--- src/sv/e2r_pkg.sv ---
// Shared constants, types and elaboration-time functions of the Euler-to-rotation-matrix block.
package e2r_pkg;

    // Field formats
    localparam int ANGLE_W       = 16;
    localparam int FIELD_W       = 16;
    localparam int OUT_FRAC_BITS = 14;
    localparam int CORDIC_STAGES = 16;
    localparam int LANES         = 3;
    localparam int LANE_ROLL     = 0;
    localparam int LANE_PITCH    = 1;
    localparam int LANE_YAW      = 2;

    // Angle limit of 180 degrees in units of 1/128 degree, and its split 2^9 * 45
    localparam int ANGLE_LIMIT = 23040;
    localparam int ANGLE_SHIFT = 9;
    localparam int ANGLE_ODD   = ANGLE_LIMIT >> ANGLE_SHIFT;

    // pi in Q60 and Q29
    localparam logic [63:0] PI_Q60 = 64'h3243F6A8885A308D;
    localparam longint PI_Q29      = longint'((PI_Q60 + (64'd1 << 30)) >> 31);
    localparam longint HALF_PI_Q29 = PI_Q29 >>> 1;
    localparam longint ONE_Q30     = longint'(64'd1 << 30);

    // Degree to radian conversion: angle * PI_Q29 / ANGLE_LIMIT as quotient and remainder parts
    localparam int MAG_W   = 15;
    localparam int CQ_W    = 17;
    localparam int HI_W    = 31;
    localparam int LO_W    = 28;
    localparam int Q_W     = 14;
    localparam int RP_W    = 40;
    localparam int REC_SHIFT = 25;
    localparam longint CONV_Q  = PI_Q29 / ANGLE_LIMIT;
    localparam longint CONV_R  = PI_Q29 % ANGLE_LIMIT;
    localparam longint REC_MUL = ((64'd1 << REC_SHIFT) + ANGLE_ODD - 1) / ANGLE_ODD;

    // Datapath widths
    localparam int Z_W    = 33;
    localparam int XY_W   = 34;
    localparam int TRIG_W = 32;
    localparam int PROD_W = 64;

    // Queue between front and back
    localparam int QUEUE_DEPTH = 4;
    localparam int QPTR_W      = $clog2(QUEUE_DEPTH);
    localparam int QCNT_W      = $clog2(QUEUE_DEPTH + 1);

    typedef struct packed {
        logic signed [Z_W-1:0] z;
        logic                  flip;
    } e2r_ang_t;

    typedef struct packed {
        e2r_ang_t roll;
        e2r_ang_t pitch;
        e2r_ang_t yaw;
    } e2r_item_t;

    typedef struct packed {
        logic signed [TRIG_W-1:0] s;
        logic signed [TRIG_W-1:0] c;
    } e2r_sc_t;

    typedef struct packed {
        e2r_sc_t roll;
        e2r_sc_t pitch;
        e2r_sc_t yaw;
    } e2r_trig_t;

    typedef struct packed {
        logic              full;
        logic              empty;
        logic [QCNT_W-1:0] count;
    } e2r_qstat_t;

    // Shift-subtract unsigned divide, used for constants only
    function automatic logic [63:0] udiv64(logic [63:0] num, logic [63:0] den);
        logic [63:0] quo;
        logic [64:0] rem;
        quo = '0;
        rem = '0;
        for (int b = 63; b >= 0; b--)
        begin
            rem = {rem[63:0], num[b]};
            if (rem >= {1'b0, den})
            begin
                rem    = rem - {1'b0, den};
                quo[b] = 1'b1;
            end
        end
        return quo;
    endfunction

    // atan(2^-i) in Q29 from the Q62 arctangent series
    function automatic logic [63:0] atan_q29(int i);
        logic [63:0] sum;
        logic [63:0] term;
        int          e;
        sum = '0;
        if (i == 0)
        begin
            return (PI_Q60 + (64'd1 << 32)) >> 33;
        end
        for (int k = 0; k < 32; k++)
        begin
            e = i * (2 * k + 1);
            if (e <= 62)
            begin
                term = udiv64(64'd1 << (62 - e), 64'(2 * k + 1));
                if (k[0])
                    sum = sum - term;
                else
                    sum = sum + term;
            end
        end
        return (sum + (64'd1 << 32)) >> 33;
    endfunction

    // CORDIC start value: 2^60 / isqrt(2^60 * gain^2), rounded
    function automatic logic [63:0] start_x();
        logic [63:0] g;
        logic [63:0] v;
        logic [63:0] res;
        logic [63:0] probe;
        logic [63:0] s;
        g = 64'd1 << 60;
        for (int i = 0; i < CORDIC_STAGES; i++)
        begin
            g = g + (g >> (2 * i));
        end
        v     = g;
        res   = '0;
        probe = 64'd1 << 62;
        for (int i = 0; i < 32; i++)
        begin
            if (probe > v)
                probe = probe >> 2;
        end
        for (int i = 0; i < 32; i++)
        begin
            if (probe != 0)
            begin
                if (v >= res + probe)
                begin
                    v   = v - (res + probe);
                    res = (res >> 1) + probe;
                end
                else
                begin
                    res = res >> 1;
                end
                probe = probe >> 2;
            end
        end
        s = res;
        if (s == 0)
            s = 64'd1;
        return udiv64((64'd1 << 60) + (s >> 1), s);
    endfunction

    // Round v / 2^sh to nearest, ties away from zero
    function automatic logic signed [PROD_W-1:0] rnd_q(logic signed [PROD_W-1:0] v, int sh);
        logic [PROD_W-1:0] mag;
        logic [PROD_W-1:0] r;
        mag = v[PROD_W-1] ? PROD_W'(-v) : PROD_W'(v);
        r   = (mag + (PROD_W'(1) << (sh - 1))) >> sh;
        return v[PROD_W-1] ? -$signed(r) : $signed(r);
    endfunction

endpackage

--- src/sv/e2r_front.sv ---
// Front end: saturate each angle, convert it to radians and fold it into a quarter turn.
module e2r_front
    import e2r_pkg::*;
(
    input  logic                      clk,
    input  logic                      rst_n,
    input  logic                      advance,
    input  logic                      in_valid,
    input  logic signed [ANGLE_W-1:0] roll_angle,
    input  logic signed [ANGLE_W-1:0] pitch_angle,
    input  logic signed [ANGLE_W-1:0] yaw_angle,
    output logic                      item_valid,
    output e2r_item_t                 item
);

    localparam logic signed [ANGLE_W-1:0] ANGLE_MAX = ANGLE_W'(ANGLE_LIMIT);

    logic signed [ANGLE_W-1:0] angle [LANES];
    logic                      neg1_reg [LANES];
    logic [HI_W-1:0]           hi1_reg [LANES];
    logic [LO_W-1:0]           lo1_reg [LANES];
    logic                      neg2_reg [LANES];
    logic [HI_W-1:0]           hi2_reg [LANES];
    logic [Q_W-1:0]            q2_reg [LANES];
    e2r_ang_t                  ang3_reg [LANES];
    logic [2:0]                v_reg;

    assign angle[LANE_ROLL]  = roll_angle;
    assign angle[LANE_PITCH] = pitch_angle;
    assign angle[LANE_YAW]   = yaw_angle;

    // Advance stage valid bits
    always_ff @(posedge clk or negedge rst_n)
    begin
        if (!rst_n)
            v_reg <= '0;
        else if (advance)
            v_reg <= {v_reg[1:0], in_valid};
    end

    for (genvar l = 0; l < LANES; l++)
    begin : g_lane
        logic signed [ANGLE_W-1:0] sat;
        logic [MAG_W-1:0]          mag;
        logic [LO_W-ANGLE_SHIFT-1:0] rec_in;
        logic [RP_W-1:0]           rec_prod;
        logic [HI_W-1:0]           m_sum;
        logic signed [Z_W-1:0]     mz;
        e2r_ang_t                  ang_next;

        // Saturate to a half turn and take the magnitude
        always_comb
        begin
            if (angle[l] > ANGLE_MAX)
                sat = ANGLE_MAX;
            else if (angle[l] < -ANGLE_MAX)
                sat = -ANGLE_MAX;
            else
                sat = angle[l];
            mag = sat[ANGLE_W-1] ? MAG_W'(-sat) : MAG_W'(sat);
        end

        // Divide the remainder part by 2^9 * 45 through a shift and a reciprocal
        assign rec_in   = lo1_reg[l][LO_W-1:ANGLE_SHIFT];
        assign rec_prod = RP_W'(rec_in) * RP_W'(REC_MUL);

        // Fold beyond a quarter turn by a half turn toward zero
        assign m_sum = hi2_reg[l] + HI_W'(q2_reg[l]);
        assign mz    = $signed(Z_W'(m_sum));
        always_comb
        begin
            if (m_sum > HI_W'(HALF_PI_Q29))
            begin
                ang_next.z    = neg2_reg[l] ? Z_W'(PI_Q29) - mz : mz - Z_W'(PI_Q29);
                ang_next.flip = 1'b1;
            end
            else
            begin
                ang_next.z    = neg2_reg[l] ? -mz : mz;
                ang_next.flip = 1'b0;
            end
        end

        // Hold payload while stalled
        always_ff @(posedge clk)
        begin
            if (advance)
            begin
                neg1_reg[l] <= sat[ANGLE_W-1];
                hi1_reg[l]  <= HI_W'(HI_W'(mag) * HI_W'(CONV_Q));
                lo1_reg[l]  <= LO_W'(LO_W'(mag) * LO_W'(CONV_R)) + LO_W'(ANGLE_LIMIT / 2);
                neg2_reg[l] <= neg1_reg[l];
                hi2_reg[l]  <= hi1_reg[l];
                q2_reg[l]   <= Q_W'(rec_prod >> REC_SHIFT);
                ang3_reg[l] <= ang_next;
            end
        end
    end

    assign item_valid = v_reg[2];
    assign item.roll  = ang3_reg[LANE_ROLL];
    assign item.pitch = ang3_reg[LANE_PITCH];
    assign item.yaw   = ang3_reg[LANE_YAW];

endmodule

--- config.mk ---
export PLATFORM = sky130hd
export DESIGN_NAME = e2r_front
export DESIGN_NICKNAME = d
export VERILOG_FILES = /design/src/sv/e2r_pkg.sv /design/src/sv/e2r_front.sv
export SDC_FILE = /design/constraint.sdc
export NUM_CORES = 2
export LEC_CHECK = 0
export ABC_AREA = 0
export BUFFER_PORTS_ARGS = -buffer_cell sky130_fd_sc_hd__clkbuf_2
export CAP_MARGIN = 10
export CORE_ASPECT_RATIO = 2
export CORE_MARGIN = 3
export CORE_UTILIZATION = 43
export DETAILED_ROUTE_END_ITERATION = 12
export GPL_TIMING_DRIVEN = 0
export PLACE_DENSITY_LB_ADDON = 0.2
export SETUP_SLACK_MARGIN = 0.05
export SYNTH_ARGS = -nofsm -noshare
export SYNTH_HDL_FRONTEND = slang
export SYNTH_SLANG_ARGS = --single-unit
export TNS_END_PERCENT = 20
--- constraint.sdc ---
create_clock -name clk -period 12.1 [get_ports clk]
set_clock_uncertainty 0.1 [all_clocks]
set_input_delay 2.42 -clock clk [delete_from_list [all_inputs] [get_ports clk]]
set_output_delay 2.42 -clock clk [all_outputs]
set_load 0.05 [all_outputs]
==> flow_summary_export.csv <==
group,metric,value,unit
clocking,insertion_delay,0.61,ns
sta,min_period,11.68,ns
worst_setup_path,cpMaxStageDelayCell,"or4_4",
route,drtIter0Drc,2347,
die,start_util,43.4,%
yosys,syn_inst,6339,
global_routing,antenna_found_initial,6,
global_routing,grt_pass1_wl,285000,um
die,core,0.146,sq mm
global_routing,grt_pass1_vias,51300,
sta,rsz0062_at_grt,"yes",
layout,largest_reg_flops,102,
route,wl,182000,um
worst_hold_path,hold_start,"hi1_reg[0][71]",
clocking,cts_buffers,40,
sta,worstMarginPinSlew,1.29,ns
worst_hold_path,hold_path_end,"hi2_reg[0][77]",
placed_design,dp_hpwl,158000,um
sta,drv_slew,0,
clocking,ctsLongestPathBuffers,3,
layout,utilization,46.8,%
die,die_w,277,um
worst_setup_path,rr_worst_depth,23,
route,vias_per_cell,5.50,
worst_setup_path,startpoint_type,"primary input",
sta,hold_viol,0,
sta,timing.final.ws_setup,0.425,ns
worst_setup_path,cp_slowest_stage_delay,0.58,ns
clocking,h-tree-depth,2,
clocking,cts_tree,"built",
yosys,async_flop_share,0.781,%
die,die_y,549,um
sta,fmax,85.7,MHz
route,vias,46700,
die,die-area,0.152,sq mm
route,route.detailed.drc,0,
die,fp-row-count,198,
yosys,synth_edf_count,381,
yosys,yosysSeqAreaShare,18.2,%
layout,finalNetCount,8546,
layout,final_common_cell,"inv_1",
yosys,yosys-top-cells-area,"fa_1, ha_1, edfxtp_1, inv_1, xnor2_1",
sta,setup_viol,0,
worst_setup_path,r2r-start,"lo1_reg[0][66]",
worst_setup_path,worst_ep_required_time,12.36,ns
worst_setup_path,r2r_slack,4.73,ns
placed_design,portBuffers,153,
clocking,cts.sinks,384,
die,ios,155,
yosys,synth_fp_nets,8325,
placed_design,place_congestion,0.962,
yosys,yosys.area.top_type,"fa_1",
worst_setup_path,worstPathArrival,11.93,ns
global_routing,gr-total-overflow,0,
status,status,"finished clean",
worst_setup_path,path_max_fanout,13,
yosys,synth_area_per_cell,9.98,sq um
route,dr.pass1.iters,6,
yosys,synthesis.area,0.0633,sq mm
yosys,synth_warnings,0,
layout,layout_common_cells,"inv_1, ha_1, fa_1",
yosys,synth_top_area_share,25.0,%
worst_setup_path,rr_endpoint,"q2_reg[0][41]",
yosys,ys.flop_type,"edfxtp_1",
global_routing,track_usage,24.1,%
route,wl_per_cell,21.4,um
global_routing,grt_max_degree,111,
sta,maxSlewHeadroom,13.6,%
worst_setup_path,worstSetupPathType,"primary input to flip-flop",
clocking,root_buffer,"clkbuf_16",
worst_hold_path,hold_depth,0,
flow_run,drv_cap,0,
clocking,clk_transition_reported_paths,0.07,ns
yosys,synth.distinct_cells,102,
route,ant_nets,0,
worst_hold_path,hold_class,"flip-flop to flip-flop",
sta,finalCritPeriodShare,96.5,%
layout,drive_gt1_share,5.96,%
worst_setup_path,cp-end-kind,"flip-flop",
yosys,yosys_register_bits,384,
placed_design,dp_slack,-2.00,ns
clocking,ctsHoldBuffers,0,
layout,syn2layout_area_growth,7.80,%
[synth_stat cells (43+ instances only)]
master,n
nor2_1,284
fa_1,792
and3_1,43
o21ai_0,179
xnor2_1,260
or3_1,51
inv_1,1295
a21oi_1,264
nand2_1,254
a211oi_1,46
clkbuf_1,74
ha_1,1142
nor3_1,149
xor2_1,99
a31oi_1,47
nand3_1,131
a21o_1,76
edfxtp_1,381
[stage by stage]
stage / cell area (sq um) / setup TNS, ns / hold WS, ns / cells
floorplan: 63300 / 0 / 0.300 / 6339
global placement: 66400 / -63.44 / 0.301 / 8392
detailed placement: 66800 / -44.10 / 0.305 / 8409
CTS: 68100 / 0 / 0.317 / 8482
global route: 68200 / -0.0396 / 0.322 / 8495
finish: 68200 / 0 / 0.316 / 8495
[critical path: cells and delay by family]
family                     cells  cell delay (ns)
buffers and inverters          8             1.08
AOI/OAI and AO/OA             10             2.22
adders and majority gates      8             3.36
xor gates and xnor gates       1             0.08
and+or+nand+nor                9             2.72
[timing repair]
action,4_1_cts,5_1_grt
endpoints found under the setup margin,33,17
resized for setup,13,16
setup buffers,0,9
cloned,0,0
[worst max-delay path by stage]
| stage | start | to | slack, ns |
|---|---|---|---|
| floorplan | roll_angle[11] | hi1_reg[0][26] | 0.40 |
| global placement | roll_angle[11] | hi1_reg[0][28] | -2.47 |
| detailed placement | pitch_angle[3] | hi1_reg[0][56] | -2.00 |
| CTS | yaw_angle[4] | hi1_reg[0][85] | 0.04 |
| global route | pitch_angle[3] | hi1_reg[0][57] | -0.04 |
| finish | pitch_angle[3] | hi1_reg[0][57] | 0.42 |
[cell families after synthesis]
| group | synth area share (%) |
|---|---|
| adders and majority gates | 47.6 |
| buffers and inverters | 8.46 |
| and+or+nand+nor | 9.43 |
| AOI/OAI and AO/OA | 10.9 |
| DFF | 18.2 |
| xor gates and xnor gates | 4.99 |
| muxes | 0.389 |
[routing by layer]
metal / up-vias / share of wire (%) / track usage, %
li1: 22000 / - / -
met1: 23000 / 32 / 22.4
met2: 1157 / 57 / 49.4
met3: 527 / 2.6 / 1.82
met4: 0 / 7.9 / 15.6
met5: - / 0 / 0
[layout make-up]
class	instances	area (sq um)
fillers	13900	77700
multi-input cells	4544	46600
flip-flops and latches	384	11500
inverters	1299	4880
well taps	1900	2380
clock buffers	50	1090
repair buffers	180	1090
plain buffers	111	478
clock inverters	23	178
diodes	4	10.0
Power is not shown: default switching activity piles up to over one toggle a cycle in this logic, so the estimate is an artifact.
