--- src/sv/e2r_pkg.sv ---
// Shared constants, types and elaboration-time functions of the Euler-to-rotation-matrix block.
package e2r_pkg;

    // Field formats
    localparam int ANGLE_W       = 16;
    localparam int FIELD_W       = 16;
    localparam int OUT_FRAC_BITS = 14;
    localparam int CORDIC_STAGES = 16;
    localparam int LANES         = 3;
    localparam int LANE_ROLL     = 0;
    localparam int LANE_PITCH    = 1;
    localparam int LANE_YAW      = 2;

    // Angle limit of 180 degrees in units of 1/128 degree, and its split 2^9 * 45
    localparam int ANGLE_LIMIT = 23040;
    localparam int ANGLE_SHIFT = 9;
    localparam int ANGLE_ODD   = ANGLE_LIMIT >> ANGLE_SHIFT;

    // pi in Q60 and Q29
    localparam logic [63:0] PI_Q60 = 64'h3243F6A8885A308D;
    localparam longint PI_Q29      = longint'((PI_Q60 + (64'd1 << 30)) >> 31);
    localparam longint HALF_PI_Q29 = PI_Q29 >>> 1;
    localparam longint ONE_Q30     = longint'(64'd1 << 30);

    // Degree to radian conversion: angle * PI_Q29 / ANGLE_LIMIT as quotient and remainder parts
    localparam int MAG_W   = 15;
    localparam int CQ_W    = 17;
    localparam int HI_W    = 31;
    localparam int LO_W    = 28;
    localparam int Q_W     = 14;
    localparam int RP_W    = 40;
    localparam int REC_SHIFT = 25;
    localparam longint CONV_Q  = PI_Q29 / ANGLE_LIMIT;
    localparam longint CONV_R  = PI_Q29 % ANGLE_LIMIT;
    localparam longint REC_MUL = ((64'd1 << REC_SHIFT) + ANGLE_ODD - 1) / ANGLE_ODD;

    // Datapath widths
    localparam int Z_W    = 33;
    localparam int XY_W   = 34;
    localparam int TRIG_W = 32;
    localparam int PROD_W = 64;

    // Queue between front and back
    localparam int QUEUE_DEPTH = 4;
    localparam int QPTR_W      = $clog2(QUEUE_DEPTH);
    localparam int QCNT_W      = $clog2(QUEUE_DEPTH + 1);

    typedef struct packed {
        logic signed [Z_W-1:0] z;
        logic                  flip;
    } e2r_ang_t;

    typedef struct packed {
        e2r_ang_t roll;
        e2r_ang_t pitch;
        e2r_ang_t yaw;
    } e2r_item_t;

    typedef struct packed {
        logic signed [TRIG_W-1:0] s;
        logic signed [TRIG_W-1:0] c;
    } e2r_sc_t;

    typedef struct packed {
        e2r_sc_t roll;
        e2r_sc_t pitch;
        e2r_sc_t yaw;
    } e2r_trig_t;

    typedef struct packed {
        logic              full;
        logic              empty;
        logic [QCNT_W-1:0] count;
    } e2r_qstat_t;

    // Shift-subtract unsigned divide, used for constants only
    function automatic logic [63:0] udiv64(logic [63:0] num, logic [63:0] den);
        logic [63:0] quo;
        logic [64:0] rem;
        quo = '0;
        rem = '0;
        for (int b = 63; b >= 0; b--)
        begin
            rem = {rem[63:0], num[b]};
            if (rem >= {1'b0, den})
            begin
                rem    = rem - {1'b0, den};
                quo[b] = 1'b1;
            end
        end
        return quo;
    endfunction

    // atan(2^-i) in Q29 from the Q62 arctangent series
    function automatic logic [63:0] atan_q29(int i);
        logic [63:0] sum;
        logic [63:0] term;
        int          e;
        sum = '0;
        if (i == 0)
        begin
            return (PI_Q60 + (64'd1 << 32)) >> 33;
        end
        for (int k = 0; k < 32; k++)
        begin
            e = i * (2 * k + 1);
            if (e <= 62)
            begin
                term = udiv64(64'd1 << (62 - e), 64'(2 * k + 1));
                if (k[0])
                    sum = sum - term;
                else
                    sum = sum + term;
            end
        end
        return (sum + (64'd1 << 32)) >> 33;
    endfunction

    // CORDIC start value: 2^60 / isqrt(2^60 * gain^2), rounded
    function automatic logic [63:0] start_x();
        logic [63:0] g;
        logic [63:0] v;
        logic [63:0] res;
        logic [63:0] probe;
        logic [63:0] s;
        g = 64'd1 << 60;
        for (int i = 0; i < CORDIC_STAGES; i++)
        begin
            g = g + (g >> (2 * i));
        end
        v     = g;
        res   = '0;
        probe = 64'd1 << 62;
        for (int i = 0; i < 32; i++)
        begin
            if (probe > v)
                probe = probe >> 2;
        end
        for (int i = 0; i < 32; i++)
        begin
            if (probe != 0)
            begin
                if (v >= res + probe)
                begin
                    v   = v - (res + probe);
                    res = (res >> 1) + probe;
                end
                else
                begin
                    res = res >> 1;
                end
                probe = probe >> 2;
            end
        end
        s = res;
        if (s == 0)
            s = 64'd1;
        return udiv64((64'd1 << 60) + (s >> 1), s);
    endfunction

    // Round v / 2^sh to nearest, ties away from zero
    function automatic logic signed [PROD_W-1:0] rnd_q(logic signed [PROD_W-1:0] v, int sh);
        logic [PROD_W-1:0] mag;
        logic [PROD_W-1:0] r;
        mag = v[PROD_W-1] ? PROD_W'(-v) : PROD_W'(v);
        r   = (mag + (PROD_W'(1) << (sh - 1))) >> sh;
        return v[PROD_W-1] ? -$signed(r) : $signed(r);
    endfunction

endpackage

--- src/sv/e2r_queue.sv ---
// Short request queue that decouples the front end from the back end.
module e2r_queue
    import e2r_pkg::*;
(
    input  logic       clk,
    input  logic       rst_n,
    input  logic       push,
    input  e2r_item_t  push_item,
    input  logic       pop,
    output e2r_item_t  pop_item,
    output e2r_qstat_t status
);

    e2r_item_t         mem_reg [QUEUE_DEPTH];
    logic [QPTR_W-1:0] wr_ptr_reg;
    logic [QPTR_W-1:0] rd_ptr_reg;
    logic [QCNT_W-1:0] count_reg;
    logic [QCNT_W-1:0] count_next;

    // Store a request
    always_ff @(posedge clk)
    begin
        if (push)
            mem_reg[wr_ptr_reg] <= push_item;
    end

    assign pop_item = mem_reg[rd_ptr_reg];

    always_comb
    begin
        count_next = count_reg + QCNT_W'(push) - QCNT_W'(pop);
    end

    // Advance pointers and fill count
    always_ff @(posedge clk or negedge rst_n)
    begin
        if (!rst_n)
        begin
            wr_ptr_reg <= '0;
            rd_ptr_reg <= '0;
            count_reg  <= '0;
        end
        else
        begin
            if (push)
                wr_ptr_reg <= wr_ptr_reg + 1'b1;
            if (pop)
                rd_ptr_reg <= rd_ptr_reg + 1'b1;
            count_reg <= count_next;
        end
    end

    assign status.full  = (count_reg == QCNT_W'(QUEUE_DEPTH));
    assign status.empty = (count_reg == '0);
    assign status.count = count_reg;

endmodule

--- config.mk ---
export PLATFORM = sky130hd
export DESIGN_NAME = e2r_queue
export DESIGN_NICKNAME = d
export VERILOG_FILES = /design/src/sv/e2r_pkg.sv /design/src/sv/e2r_queue.sv
export SDC_FILE = /design/constraint.sdc
export NUM_CORES = 1
export LEC_CHECK = 0
export ABC_AREA = 1
export BUFFER_PORTS_ARGS = -buffer_cell sky130_fd_sc_hd__buf_2
export CAP_MARGIN = 30
export CORE_UTILIZATION = 30
export DETAILED_ROUTE_END_ITERATION = 16
export PLACE_DENSITY = 0.54
export SYNTH_ARGS = -nofsm -noshare
export SYNTH_HDL_FRONTEND = slang
export SYNTH_SLANG_ARGS = --single-unit
--- constraint.sdc ---
create_clock -name clk -period 4.2 [get_ports clk]
set_clock_uncertainty 0.05 [all_clocks]
set_input_delay 0.21 -clock clk [delete_from_list [all_inputs] [get_ports clk]]
set_output_delay 0.21 -clock clk [all_outputs]
set_load 0.02 [all_outputs]
==> results of run 1 <==
placed cells by master (no fill, tap or decap), types with 2 or more instances in the layout:
cell type and instances:
nand2_1 521, nand3_1 205, clkbuf_16 47, clkinvlp_4 5, clkinv_2 4, inv_1 416, dfrtp_1 5, edfxtp_1 408
bufinv_16 2, buf_4 8, ha_1 6, buf_12 6, buf_2 212, clkbuf_8 2, dfrtp_4 2, clkbuf_1 15
inv_6 3, xor2_1 3, clkinv_1 5, inv_4 5, dlygate4sd3_1 106
per-stage QoR:
step	setup WS, ns	total power, mW
6_report	1.18	15.2
3_3_place_gp	1.67	11.4
5_1_grt	1.01	16.2
4_1_cts	1.08	15.5
3_5_place_dp	1.71	11.5
2_1_floorplan	1.05	9.55
area by class of cell:
cell class	instances	share of cell area
clock inverters	18	0.00704
flip-flops and latches	415	0.569
well taps	765	0.0438
clock buffers	64	0.0576
inverters	422	0.0733
repair buffers	333	0.107
diodes	1	0.000114
multi-input cells	739	0.143
critical path, delay by kind of cell (launching register included):
kind | cells | cell delay (ns)
buf+inv | 3 | 1.19
flops | 1 | 0.69
simple gates | 2 | 0.25
power by group through the flow:
stage | logic, mW | clock network [mW] | registers [mW]
2_1_floorplan | 3.83 | 0 | 5.72
3_3_place_gp | 5.67 | 0 | 5.73
3_5_place_dp | 5.76 | 0 | 5.75
4_1_cts | 5.86 | 3.95 | 5.67
5_1_grt | 6.34 | 4.09 | 5.73
6_report | 5.71 | 3.81 | 5.67
per-layer routing:
| layer | GRT usage | vias to the layer above |
|---|---|---|
| met4 | 0.0351 | 4 |
| li1 | - | 5752 |
| met2 | 0.234 | 218 |
| met3 | 0.0319 | 61 |
| met1 | 0.181 | 5539 |
| met5 | 0 | - |
logic make-up after synthesis:
family          share of synthesized area
compound gates                   0.000285
xor+xnor                          0.00150
fa+ha+maj                         0.00542
buf+inv                             0.114
flops                               0.708
simple gates                        0.170
worst paths after layout:
kind	start	endpoint	slack [ns]	cells after the start
setup / recovery	rd_ptr_reg[1]$_DFFE_PN0P_	pop_item[87]	1.18	5
hold / removal	push_item[5]	mem_reg[1][5]$_DFFE_PP_	0.34	2
setup reg to reg	wr_ptr_reg[0]$_DFFE_PN0P_	mem_reg[2][35]$_DFFE_PP_	2.00	5
hold reg to reg	wr_ptr_reg[0]$_DFFE_PN0P_	wr_ptr_reg[0]$_DFFE_PN0P_	0.51	1
max in group asynchronous	rst_n	rd_ptr_reg[1]$_DFFE_PN0P_	3.16	3
min in group asynchronous	rst_n	wr_ptr_reg[0]$_DFFE_PN0P_	0.61	3
==> impl_results.md, run 1 <==
* Fin. max-slew vios at 0
* Met3 WL at 1960 um
* Register area share after synthesis at 0.708
* # resized after CTS at 0
* Post-Place Cells at 2568
* WHS at 0.345 ns
* Top-area cell type share of the netlist area at 0.698
* RSZ-0062 raised after global routing: no
* Final Hold Vio Count at 0
* Clk_lat worst skew at between 0.5 and 0.6 ns
* PwrDens at 695 nW/um^2
* Post-synth top flop: edfxtp_1
* Post-synth top area cell: edfxtp_1
* Mapped Cells at around 1600
* Count leader, synth: nand2_1
* CTS clock-pin slew for the worst setup and hold paths at 0.06 ns
* Combinational power share at 0.376
* Core area at 57700 um^2
* Flops & latches, synth at around 420
* Initial Utilization at 0.304
* Fin Setup TNS at 0 ns
* Top sig layer: met5
* Final Util at 0.379
* Clock power share at 0.251
* DRC viols at 0
* Post-synth EDFFs at 408
* Avg Cell Area, Syn at 10.7 um^2
* Largest net degree at the start of global routing at 207
* WL met2 at 19800 um
* WL/cell at between 15 and 20 um
* Placer Congestion at roughly 0.74
* Post-CTS Setup Bufs at 0
* Die footprint at 59500 um^2
* Slowest cell on crit path: dfrtp_4
* Peak VDD IR at 0.000647 V
* F_max at 331 MHz
* Largest stage delay on the critical path at ~0.69 ns
* Area grow syn2layout at 24.5%
* GRT Util Overall at 0.139
* Reg power frac at 0.373
* Startpoint Class: register
* WL met1 at 19000 um
* Port bufs at between 200 and 250
* Synth top cells by count: nand2_1 (521), inv_1 (420), edfxtp_1 (408)
* WP data arrival at between 2 and 3 ns
* Routed vias at 11574
* Crit Path Max Fanout at 36
* Antenna violations before repair at 3
* First DRT Iteration DRCs at 551
* Die Y at roughly 240 um
* Leakage at 9.97 nW
* Via density at 4.20
* CTS tree: done
* Dpl cell area at a little under 20000 um^2
* Area of the multi-input gates at 3120 um^2
* Drt first pass iters at 6
* Non-Filler Instances at 2757
* Ys async rst share at 0.0169
* Rel. slew slack at 0.304
* Synthesized area at 17600 um^2
* IO Pins at 213
* Max reg flops at 408
* Root Buffer: clkbuf_16
* Status: finished, final reports clean
* P_int at 9.26 mW
* Hold WC Path Type: in2reg
* Min Tclk post-route at 3.02 ns
* Final Setup Violations at 0
* CTS Hold Bufs at 106
* Required @ worst endpoint at 3.94 ns
* Antenna Nets Post-Route at 0
* Syn. warnings at 0
* Critical path class: reg2out
* Syn_nets at around 1800
* Worst Setup End Kind: output pin
* Switching portion of total power at 0.390
* Design Area, Final at 21900 um^2
* Max Cap Viol at 0
* Final WL at 41500 um
* Chip width at 244 um
* Top cells by area in the synthesized netlist: edfxtp_1 (70%), nand2_1 (11%), inv_1 (9.0%)
* CP cell instances: inv_4 -> buf_4 -> nand3_1 -> nand2_1 -> buf_2
* Final-layout fill cell count at 5651
* # rows at 88
* Least-Margin Pin Slew at around 1.0 ns
* Clk sink count at 415
* Global route overflow at 0
* Layout cells sized above 1 at 0.149
* CTS Buffer Depth at 3
* CTS H-tree lvls at 2
* DP Wirelength at 22700 um
* Vias in the first global route at 11710
* Sequential Area at 12400 um^2
* Global-route wire length before repair at 64500 um
* Final #Nets at about 2100
* Final Cycle Share at 0.720
* TritonCTS Buffers at 47
* Netlist cell types at 16
* Switching pwr at 5.93 mW
(Power assumes the default switching activity.)
==> inputs of run 2 (changes only) <==
Settings changed: ABC_AREA 1 to 0, PLACE_DENSITY 0.54 to 0.56.
Clock period 4.2 ns to 2.75 ns, I/O delays scaled along.
==> impl_results.md, run 2 <==
* Synthesized area at ~15000 um^2
* Syn. warnings at 0
* Post-synth EDFFs at 408
* CTS H-tree lvls at 2
* Status: finished, final reports clean
* Cells on Worst Hold Path at 2
* Via density at 4.40
* Peak VDD IR at 0.000697 V
* Clk sink count at 415
* Required @ worst endpoint at approximately 2.6 ns
* Placer Congestion at 0.674
* Largest stage delay on the critical path at 0.74 ns
* Chip width at 227 um
* Antenna Nets Post-Route at 0
* Mapped Cells at 567
* Synth top cells by count: edfxtp_1 (408), mux4_2 (102), buf_2 (8)
* Post-synth top flop: edfxtp_1
* Top-area cell type share of the netlist area at 0.808
* Crit path launch: rd_ptr_reg[0]$_DFFE_PN0P_
* Crit Path Max Fanout at 22
* TritonCTS Buffers at 45
* Slowest cell on crit path: dfrtp_4
* Post-CTS Setup Bufs at 0
* Commonest non-fill, non-tap cells in the layout: edfxtp_1 (408), buf_2 (212), dlygate4sd3_1 (106)
* Fin Setup TNS at 0 ns
* Antenna violations before repair at 1
* Startpoint Class: register
* Final Cycle Share at 0.916
* # resized after CTS at 0
* Count leader, synth: edfxtp_1
* Post-synth top area cell: edfxtp_1
* Final Setup Violations at 0
* Final #Nets at 1048
* Die Y at between 200 and 250 um
* PwrDens at ~1100 nW/um^2
* Drt first pass iters at 4
* WL/cell at about 19 um
* First DRT Iteration DRCs at 365
* # rows at just over 80
* DP Wirelength at 17800 um
* CTS tree: done
* Max reg flops at 408
* Routed vias at 7196
* Top cells by area in the synthesized netlist: edfxtp_1 (81%), mux4_2 (15%), dfrtp_1 (1.2%)
* Port bufs at 212
* Area grow syn2layout at 30.1%
* Worst min-delay path startpoint: push_item[1]
* Rel. slew slack at 0.652
* Die footprint at 51400 um^2
* Hold WC Path Type: in2reg
* Layout cells sized above 1 at 0.426
* Commonest non-fill, non-tap cell in the layout: edfxtp_1
* Final Hold Vio Count at 0
* Leakage at 6.79 nW
* Final WL at 30800 um
* Netlist cell types at 20
* Core area at 50000 um^2
* Ys async rst share at 0.0169
* IO Pins at around 210
* Root Buffer: clkbuf_16
* Least-Margin Pin Slew at 0.522 ns
* F_max at 397 MHz
* CP cell instances: buf_12 -> mux4_2 -> buf_2
* Register area share after synthesis at 0.820
* Initial Utilization at 0.303
* Syn_nets at 680
* Avg Cell Area, Syn at 26.7 um^2
* Max Cap Viol at 0
* Flops & latches, synth at 415
* Inserted Diodes at 0
* Fin. max-slew vios at 0
* Vias in the first global route at 7740
* WHS at 0.291 ns
* Largest net degree at the start of global routing at 73
* WP data arrival at 2.33 ns
* DRC viols at 0
* GRT Util Overall at 0.121
* Global route overflow at 0
* Global-route wire length before repair at 46400 um
* Critical path class: reg2out
* Clk_lat worst skew at 0.54 ns
* Min Tclk post-route at 2.52 ns
* RSZ-0062 raised after global routing: no
* CTS Buffer Depth at 3
* Worst Setup End Kind: output pin
* CTS clock-pin slew for the worst setup and hold paths at 0.06 ns
* R2r worst-path depth at 4
* Worst R2R Start: wr_ptr_reg[1]$_DFFE_PN0P_
## run 2: changes by cell type after synthesis, sizes merged, moves of 7 or more
cell,previous run,this run
mux4,0,102
inv,422,6
buf,60,22
nand3,205,0
clkbuf,8,1
nand2,521,2
## run 2: metal layers
layer  GRT usage  vias to the layer above  part of all wire
li1            -                     3187                 -
met1       0.156                     3760              0.43
met2       0.194                      207              0.48
met3      0.0395                       40             0.070
met4      0.0342                        2             0.019
met5           0                        -           0.00036
## run 2: layout make-up
cell class / instances / area, um^2
clock inverters: 26 / 330
multi-input cells: 123 / 2490
clock buffers: 51 / 1150
flip-flops and latches: 415 / 12400
inverters: 6 / 22.5
fillers: 4493 / 30200
well taps: 672 / 841
repair buffers: 344 / 2450
## run 2: per-stage QoR
stage,area (um^2),total power [mW],worst slack (ns),util,std cells
2_1_floorplan,15200,13.2,0.382,-,567
6_report,19700,21.3,0.231,0.395,1637
3_5_place_dp,17200,15.5,0.722,0.344,1454
4_1_cts,19700,21.8,0.104,0.395,1637
5_1_grt,19700,22.4,0.0668,0.395,1637
3_3_place_gp,17200,15.4,0.737,0.344,1454
## run 2: path summary, 6_finish.rpt
path | endpoint | slack (ns)
worst max-delay path | pop_item[97] | 0.23
max in group asynchronous | rd_ptr_reg[1]$_DFFE_PN0P_ | 1.81
worst min register to register | wr_ptr_reg[0]$_DFFE_PN0P_ | 0.50
worst min-delay path | mem_reg[0][1]$_DFFE_PP_ | 0.29
worst max register to register | mem_reg[1][1]$_DFFE_PP_ | 0.85
min in group asynchronous | count_reg[0]$_DFF_PN0_ | 0.53
## run 2: kinds of logic after synthesis
logic type,share of synthesized area
XOR/XNOR,0.00289
buffers and inverters,0.0165
AO/OA/AOI/OAI,0.000330
adder cells (fa/ha/maj),0.00627
AND/OR/NAND/NOR,0.00289
multiplexers,0.152
flip-flops,0.820
## run 2: repair_timing
action / CTS / global route
hold buffers: 106 / 0
endpoints found under the hold margin: 420 / 0
setup endpoints to repair: 0 / 0
## run 2: critical path: cells and delay by family, from the launching register on
kind                   cells  cell delay, ns
DFF                        1            0.74
muxes                      1            0.55
buffers and inverters      2            0.47
## run 2: where the power goes
part           switching, mW  total (mW)  internal, mW
combinational           3.85        6.64          2.79
clock                   2.36        6.09          3.73
sequential             0.341        8.61          8.27
total                   6.55        21.3          14.8
==> inputs of run 3 (changes only) <==
Settings changed: CAP_MARGIN 30 to 25, CTS_BUF_LIST from default to sky130_fd_sc_hd__clkbuf_2.
==> impl_results.md, run 3 (synthesized netlist as in run 2, its figures left out) <==
* Clk sink count at 415
* Global route overflow at 0
* Initial Utilization at 0.303
* RSZ-0062 raised after global routing: yes
* Required @ worst endpoint at 2.56 ns
* CTS clock-pin slew for the worst setup and hold paths at 0.10 ns
* Fin. max-slew vios at 0
* Min Tclk post-route at 2.74 ns
* Hold Path End: mem_reg[2][4]$_DFFE_PP_
* Final #Nets at 1222
* Layout cells sized above 1 at 0.442
* Root Buffer: clkbuf_2
* Global-route wire length before repair at 49500 um
* WL/cell at between 15 and 20 um
* Design Area, Final at about 21000 um^2
* IO Pins at 213
* TritonCTS Buffers at 106
* Final Cycle Share at 0.998
* Clk_lat worst skew at 1.01 ns
* Chip width at ~230 um
* Max Cap Viol at 0
* Sequential Area at 12400 um^2
* Largest stage delay on the critical path at 0.50 ns
* Startpoint Class: register
* Status: finished, final reports clean
* Drt first pass iters at 4
* PnR worst setup slack at approximately 0.0052 ns
* Critical path class: reg2out
* Slowest cell on crit path: mux4_2
* Area grow syn2layout at 37.3%
* Least-Margin Pin Slew at 0.485 ns
* Cells on Worst Hold Path at 3
* Commonest non-fill, non-tap cell in the layout: edfxtp_1
* Die footprint at 51400 um^2
* First DRT Iteration DRCs at around 280
* Hold WC Path Type: in2reg
* WP data arrival at 2.56 ns
* Rel. slew slack at 0.677
* Post-Place Worst Slack at roughly 0.7 ns
* Commonest non-fill, non-tap cells in the layout: edfxtp_1 (408), dlygate4sd3_1 (211), buf_2 (162)
* Worst min-delay path startpoint: push
* GRT Util Overall at 0.130
* Port bufs at 212
* Area of the multi-input gates at 2490 um^2
* DP Wirelength at 17800 um
* DRC viols at 0
* Dpl cell area at about 17000 um^2
* CTS Buffer Depth at 3
* Peak VDD IR at 0.000597 V
* F_max at ~360 MHz
* Largest net degree at the start of global routing at 73
* Core area at approximately 50000 um^2
* Post-Place Cells at around 1500
* Antenna Nets Post-Route at 0
* CTS tree: done
* Final Util at 0.417
* WHS at between 0.2 and 0.3 ns
* Final WL at 33000 um
* Final Hold Vio Count at 0
* Die Y at between 200 and 250 um
* Worst Setup End Kind: output pin
* R2R Setup Slk at 0.85 ns
* Antenna violations before repair at 2
* CTS H-tree lvls at 3
* Final-layout fill cell count at 4481
* Via density at 4.30
* Non-Filler Instances at 1853
* R2r worst-path depth at 4
* Vias in the first global route at around 8800
* Worst R2R Start: wr_ptr_reg[1]$_DFFE_PN0P_
* PwrDens at 991 nW/um^2
* Max reg flops at 408
* Final Setup Violations at 0
* CP cell instances: buf_12 -> clkbuf_16 -> mux4_2 -> buf_2
* Leakage at 7.45 nW
* # rows at 82
* Worst R2R End: mem_reg[1][67]$_DFFE_PP_
* Crit Path Max Fanout at 9
* Placer Congestion at 0.674
* Routed vias at 7972
-- run 3: changes by cell type in the layout (fill, tap and decap cells not counted), sizes merged --
cell / previous run / this run
clkinv: 16 / 15
bufinv: 8 / 2
clkbuf: 51 / 162
buf: 238 / 242
dlygate4sd3: 106 / 211
inv: 8 / 9
diode: 0 / 1
clkinvlp: 0 / 1
-- run 3: what timing repair did --
| action | CTS | global route |
|---|---|---|
| resized for setup | 43 | 78 |
| endpoints found under the setup margin | 102 | 102 |
| endpoints found under the hold margin | 830 | 0 |
| pin swaps | 0 | 0 |
| gates cloned | 1 | 4 |
| hold buffers | 211 | 0 |
| setup buffers | 3 | 0 |
-- run 3: area by class of cell --
type,instances,share of cell area
inverter,6,0.00108
clock inverter,21,0.00709
sequential,415,0.597
tap,672,0.0404
timing repair buffer,457,0.196
clock buffer,158,0.0380
multi-input combinational,123,0.120
antenna,1,0.000120
-- run 3: power by group --
group	switching (mW)	total (mW)	internal (mW)	leakage, nW
combinational	4.22	8.04	3.82	2.89
clock	2.38	4.08	1.71	0.731
sequential	0.254	8.51	8.25	3.83
total	6.85	20.6	13.8	7.45
-- run 3: routing by layer --
layer  GRT usage  vias to the layer above  share of wire
met1       0.157                     4066           0.42
li1            -                     3611              -
met2       0.209                      247           0.49
met4      0.0615                        2          0.018
met5           0                        -        0.00030
met3      0.0433                       46          0.069
-- run 3: how the worst max path moves through the flow --
stage | start | to | depth (start not counted)
after floorplan | wr_ptr_reg[0]$_DFFE_PN0P_ | mem_reg[2][0]$_DFFE_PP_ | 3
after global placement | rd_ptr_reg[0]$_DFFE_PN0P_ | pop_item[97] | 3
after detailed placement | rd_ptr_reg[0]$_DFFE_PN0P_ | pop_item[97] | 3
after CTS | rd_ptr_reg[0]$_DFFE_PN0P_ | pop_item[42] | 4
after global routing | rd_ptr_reg[0]$_DFFE_PN0P_ | pop_item[57] | 4
final | rd_ptr_reg[0]$_DFFE_PN0P_ | pop_item[63] | 4
-- run 3: through the flow --
stage	setup TNS, ns	power (mW)
finish	0	20.6
global route	-14.96	21.9
CTS	-20.39	20.4
detailed placement	0	15.5
global placement	0	15.4
floorplan	0	13.2
-- run 3: worst max-delay path, delay by kind of cell (launching register included) --
| family | cells | cell delay, ns |
|---|---|---|
| muxes | 1 | 0.50 |
| DFF | 1 | 0.45 |
| buffers and inverters | 3 | 0.56 |
